**config.mk**
```make
export PLATFORM = sky130hd
export DESIGN_NAME = sgdl_alu
export DESIGN_NICKNAME = d
export VERILOG_FILES = /design/src/sv/sgdl_pkg.sv /design/src/sv/sgdl_alu.sv
export SDC_FILE = /design/constraint.sdc
export NUM_CORES = 2
export LEC_CHECK = 0
export ABC_AREA = 1
export BUFFER_PORTS_ARGS = -buffer_cell sky130_fd_sc_hd__buf_2
export CAP_MARGIN = 40
export CORE_MARGIN = 5
export CORE_UTILIZATION = 62
export CTS_CLUSTER_DIAMETER = 100
export DETAILED_ROUTE_END_ITERATION = 10
export PLACE_DENSITY = 0.9
export SYNTH_ARGS = -nofsm -noshare
export SYNTH_HDL_FRONTEND = slang
export SYNTH_SLANG_ARGS = --single-unit
```
**constraint.sdc**
```tcl
create_clock -name clk -period 16.7 [get_ports clk]
set_input_delay 3.34 -clock clk [delete_from_list [all_inputs] [get_ports clk]]
set_output_delay 3.34 -clock clk [all_outputs]
set_load 0.05 [all_outputs]
```
**src/sv/sgdl_pkg.sv**
```systemverilog
// shared types and constants for the stress-layout edge update block
`timescale 1ns / 1ps
package sgdl_pkg;

  localparam int MAX_NODES = 1024;
  localparam int NODE_W    = $clog2(MAX_NODES);
  localparam int POS_W     = 32;
  localparam int STEP_RST  = 8192;

  typedef enum logic [1:0] {
    ACT_LOAD = 2'd0,
    ACT_EDGE = 2'd1,
    ACT_READ = 2'd2,
    ACT_NOP  = 2'd3
  } action_t;

  typedef enum logic [1:0] {
    STAT_DONE     = 2'd0,
    STAT_COINCIDE = 2'd1,
    STAT_SAME     = 2'd2,
    STAT_RSVD     = 2'd3
  } status_t;

  typedef enum logic [1:0] {
    OP_MUL  = 2'd0,
    OP_SQRT = 2'd1,
    OP_DIV  = 2'd2,
    OP_NONE = 2'd3
  } alu_op_t;

  typedef struct packed {
    logic        start;
    alu_op_t     op;
    logic [40:0] opa;
    logic [32:0] opb;
    logic [63:0] rad;  // radicand, or numerator left-aligned in the top 57 bits
    logic [43:0] den;
  } alu_req_t;

  typedef struct packed {
    logic        done;
    logic [63:0] res;
  } alu_rsp_t;

  typedef enum logic [4:0] {
    ST_IDLE, ST_RD_A, ST_CAP_A, ST_CAP_B, ST_CHK, ST_SQ_X, ST_SQ_Y, ST_ROOT,
    ST_DSQ, ST_DIV_R, ST_MUL_G, ST_DIV_G, ST_MV_X, ST_MV_Y, ST_WR_A, ST_WR_B,
    ST_RESP
  } state_t;

  function automatic logic [POS_W-1:0] clamp42(input logic signed [41:0] v);
    logic [POS_W-1:0] r;
    if (v > 42'sd2147483647) r = 32'h7fff_ffff;
    else if (v < -42'sd2147483648) r = 32'h8000_0000;
    else r = v[POS_W-1:0];
    return r;
  endfunction

endpackage

```
**src/sv/sgdl_alu.sv**
```systemverilog
// shared arithmetic unit: registered multiply, bit-serial divide and square root
`timescale 1ns / 1ps
module sgdl_alu import sgdl_pkg::*; (
  input  logic     clk,
  input  logic     rst_n,
  input  alu_req_t req,
  output alu_rsp_t rsp
);
  logic        busy_r, done_r;
  alu_op_t     op_r;
  logic [5:0]  cnt_r;
  logic [63:0] nb_r, res_r;
  logic [45:0] rem_r, rem_nxt, sh, trial;
  logic [56:0] q_r, q_nxt;
  logic [43:0] den_r;
  logic [73:0] prod;
  logic        ge;

  assign prod = req.opa * req.opb;

  always_comb begin
    if (op_r == OP_SQRT) begin
      sh    = {rem_r[43:0], nb_r[63:62]};
      trial = {q_r[43:0], 2'b01};
    end else begin
      sh    = {rem_r[44:0], nb_r[63]};
      trial = {2'b00, den_r};
    end
    ge      = (sh >= trial);
    rem_nxt = ge ? (sh - trial) : sh;
    q_nxt   = {q_r[55:0], ge};
  end

  always_ff @(posedge clk) begin
    if (!rst_n) begin
      busy_r <= 1'b0;
      done_r <= 1'b0;
    end else begin
      done_r <= 1'b0;
      if (req.start) begin
        if (req.op == OP_MUL) begin
          done_r <= 1'b1;
        end else begin
          busy_r <= 1'b1;
        end
      end else if (busy_r && cnt_r == 6'd0) begin
        busy_r <= 1'b0;
        done_r <= 1'b1;
      end
    end
  end

  always_ff @(posedge clk) begin
    if (req.start) begin
      op_r  <= req.op;
      nb_r  <= req.rad;
      den_r <= req.den;
      rem_r <= '0;
      q_r   <= '0;
      cnt_r <= (req.op == OP_SQRT) ? 6'd31 : 6'd56;
      if (req.op == OP_MUL) begin
        res_r <= prod[63:0];
      end
    end else if (busy_r) begin
      rem_r <= rem_nxt;
      q_r   <= q_nxt;
      nb_r  <= (op_r == OP_SQRT) ? {nb_r[61:0], 2'b00} : {nb_r[62:0], 1'b0};
      cnt_r <= cnt_r - 6'd1;
      if (cnt_r == 6'd0) begin
        res_r <= {7'd0, q_nxt};
      end
    end
  end

  assign rsp.done = done_r;
  assign rsp.res  = res_r;

  assert property (@(posedge clk) disable iff (!rst_n) req.start |-> !busy_r)
    else $error("alu started while busy");
  assert property (@(posedge clk) disable iff (!rst_n)
    (busy_r && cnt_r == 6'd0 && !req.start) |=> done_r)
    else $error("alu iteration ended without done");
endmodule

```
==> run metrics <==
status completed; number of buffers added for setup after CTS 0; class of the worst hold path register to register; sum of negative setup slack 0 ns; Die Span Y 318 microns; number of global-route vias before repair 54600; delay of the slowest critical-path stage 0.70 ns; sinks on the clock net approximately 280; boundary pin count roughly 250; routed wire length 184 mm; Layout Skew ~0.018 ns; die footprint 101000 sq um; clock root buffer clkbuf_16; max-slew violation total from the final report 0; syn_nets 9533; number of enable-type register cells in the synthesized netlist between 150 and 200; Syn Inst Count 7923; unrepaired setup endpoints after global routing false; hold buffer count at CTS 0; Post-Place Cells a little over 9000; sum of overflow across all layers after global routing 0; total standard cell area after synthesis 58900 sq um; via density per instance 5.61; placed wire-length estimate after detailed placement ~150 mm; count of buffers from port buffering 251; residual antenna-violating net count after detailed routing 0; DRC Markers 0; arrival time at the worst endpoint 11.15 ns; required time reported for the critical path endpoint 16.98 ns; flip-flop and latch area ~7500 sq um; area growth from synthesis to final layout 4.86%; layout cell share with drive strength beyond 1 4.82%; Die Span X 318 microns; number of DRC markers after the initial detailed-route iteration between 5000 and 6000; number of iterations in the first detailed-routing pass 9; Min Clock Period, post-route ~11 ns; post-synthesis area per instance 7.43 sq um; Most used DFF post-synth edfxtp_1; CP startpoint kind input port; highest net fanout along the worst path 33; Global Route Usage Sum between 30% and 40%; final weighted congestion of routability-driven global placement between 1 and 1.5; number of antenna violations at the first check in global routing 19; period utilization roughly two thirds; Hold Vio Cnt, Final 0; Slew @ Worst Pin 1.01 ns; later-pin clock latency in the skew report 0.59 ns; # rows 113; clock tree from TritonCTS built; Bufs on Longest Clock Path 3; Finished Layout Cells between 9000 and 10000; number of synthesized register bits 283; maximum capacitance violations 0; worst setup path category input port to register; quantity of gates resized following cts 0; asr flop ratio synth 0%; Worst-path clk slew 0.06 ns; vias post-DR roughly 51000; initial core utilization 62.2%; average routed wire per standard cell 20.1 microns; Net count, final 9457; Yosys cell types 42; filler instances between 7000 and 8000; Core ar. 94600 sq um; Synth Warn # 0; Max transition margin 32.9%; total number of H-tree levels 1; cell with the largest stage delay on the worst path buf_2; multi-input logic area 41900 sq um; wire length of the first global-routing pass 287 mm; Final setup violation count 0; most frequent cell on the critical path fa_1; pin count of the biggest net entering global routing between 80 and 90; number of buffers created by CTS 27; f_max 92.0 MHz; worst reg2reg setup slack 11.11 ns; Crit. End Element register; register area share after synthesis 12.7%
-- state kept, by name, summed over array words and instances, names as in the netlist --
name    count
nb_r       64
q_r        56
den_r      44
busy_r      1
rem_r      45
done_r      1
res_r      64
cnt_r       6
op_r        2
-- cell usage after synthesis, types with 42 or more instances --
master | count | area share [%]
nand4_1 | 42 | 0.45
a31oi_1 | 64 | 0.68
edfxtp_1 | 180 | 9.2
a21oi_1 | 180 | 1.5
ha_1 | 259 | 5.5
nand2_1 | 2562 | 16
clkbuf_1 | 368 | 2.3
o21ai_0 | 196 | 1.7
dfxtp_1 | 103 | 3.5
inv_1 | 2108 | 13
nor2_1 | 341 | 2.2
fa_1 | 1164 | 40
nand3_1 | 176 | 1.5
-- layout by cell type, fill, tap and decap left out, types with 4 or more instances in the layout --
| cell type | n |
|---|---|
| inv_1 | 2104 |
| clkinv_2 | 4 |
| a21oi_1 | 180 |
| nand3_1 | 176 |
| buf_12 | 15 |
| o21ai_0 | 196 |
| diode_2 | 15 |
| clkbuf_16 | 27 |
| nor4_1 | 5 |
| xnor2_1 | 30 |
| buf_2 | 250 |
| xor2_1 | 8 |
| o22ai_1 | 7 |
| nor2_1 | 339 |
| nand3b_1 | 10 |
| edfxtp_1 | 180 |
| a21boi_0 | 5 |
| clkbuf_1 | 7 |
| a31oi_1 | 64 |
| nor2_2 | 11 |
| nand4_1 | 42 |
| o21bai_1 | 15 |
| fa_1 | 1164 |
| buf_4 | 30 |
| nor3_1 | 16 |
| nand2_1 | 2562 |
| inv_2 | 8 |
| ha_1 | 259 |
| clkinvlp_4 | 4 |
| dfxtp_1 | 103 |
| or2_2 | 9 |
| buf_16 | 5 |
-- per-layer routing --
layer	global-route usage [%]	up-vias	wire (microns)
met5	0	-	54
met4	19.2	8	12500
met3	10.4	957	22200
met2	60.4	3352	87300
met1	41.9	24500	61500
li1	-	22500	-
-- per-stage QoR --
step	util, %	cell area [sq um]	hold slack, ns	setup slack, ns
global placement	63.8	60300	0.437	5.49
CTS	65.1	61600	0.454	6.08
global route	65.2	61700	0.472	5.70
detailed placement	64.2	60700	0.441	5.51
finish	65.2	61700	0.451	5.83
floorplan	-	58900	0.426	7.02
-- area by class of cell --
type / count / share of cell area [%]
antenna: 15 / 0.0608
clock buffer: 35 / 1.16
clock inverter: 14 / 0.270
inverter: 2114 / 12.9
multi-input combinational: 5121 / 67.9
sequential: 283 / 12.1
tap: 1265 / 2.56
timing repair buffer: 300 / 3.10
-- cell families after synthesis --
| group | count (synthesis) | share of synthesized area (%) |
|---|---|---|
| multiplexers | 2 | 0.0340 |
| buffers and inverters | 2519 | 16.2 |
| adder cells (fa/ha/maj) | 1423 | 45.1 |
| AND/OR/NAND/NOR | 3181 | 21.1 |
| flip-flops | 283 | 12.7 |
| AO/OA/AOI/OAI | 477 | 4.33 |
| XOR/XNOR | 38 | 0.566 |
-- critical path, delay by kind of cell --
family	cells	cell delay, ns
fa+ha+maj	9	4.75
simple gates	11	1.99
buf+inv	4	0.88
compound gates	1	0.19
-- final timing paths --
path,start,to,cells past startpoint
worst max-delay path,req[159],res_r[33],25
worst min-delay path,rem_r[44],rem_r[44],2
worst max register to register,op_r[0],rem_r[26],17
worst min register to register,rem_r[44],rem_r[44],2
Power is left out: the tool's default activity adds up to more than one toggle a clock period on the data nets, which glitch-free logic cannot reach.
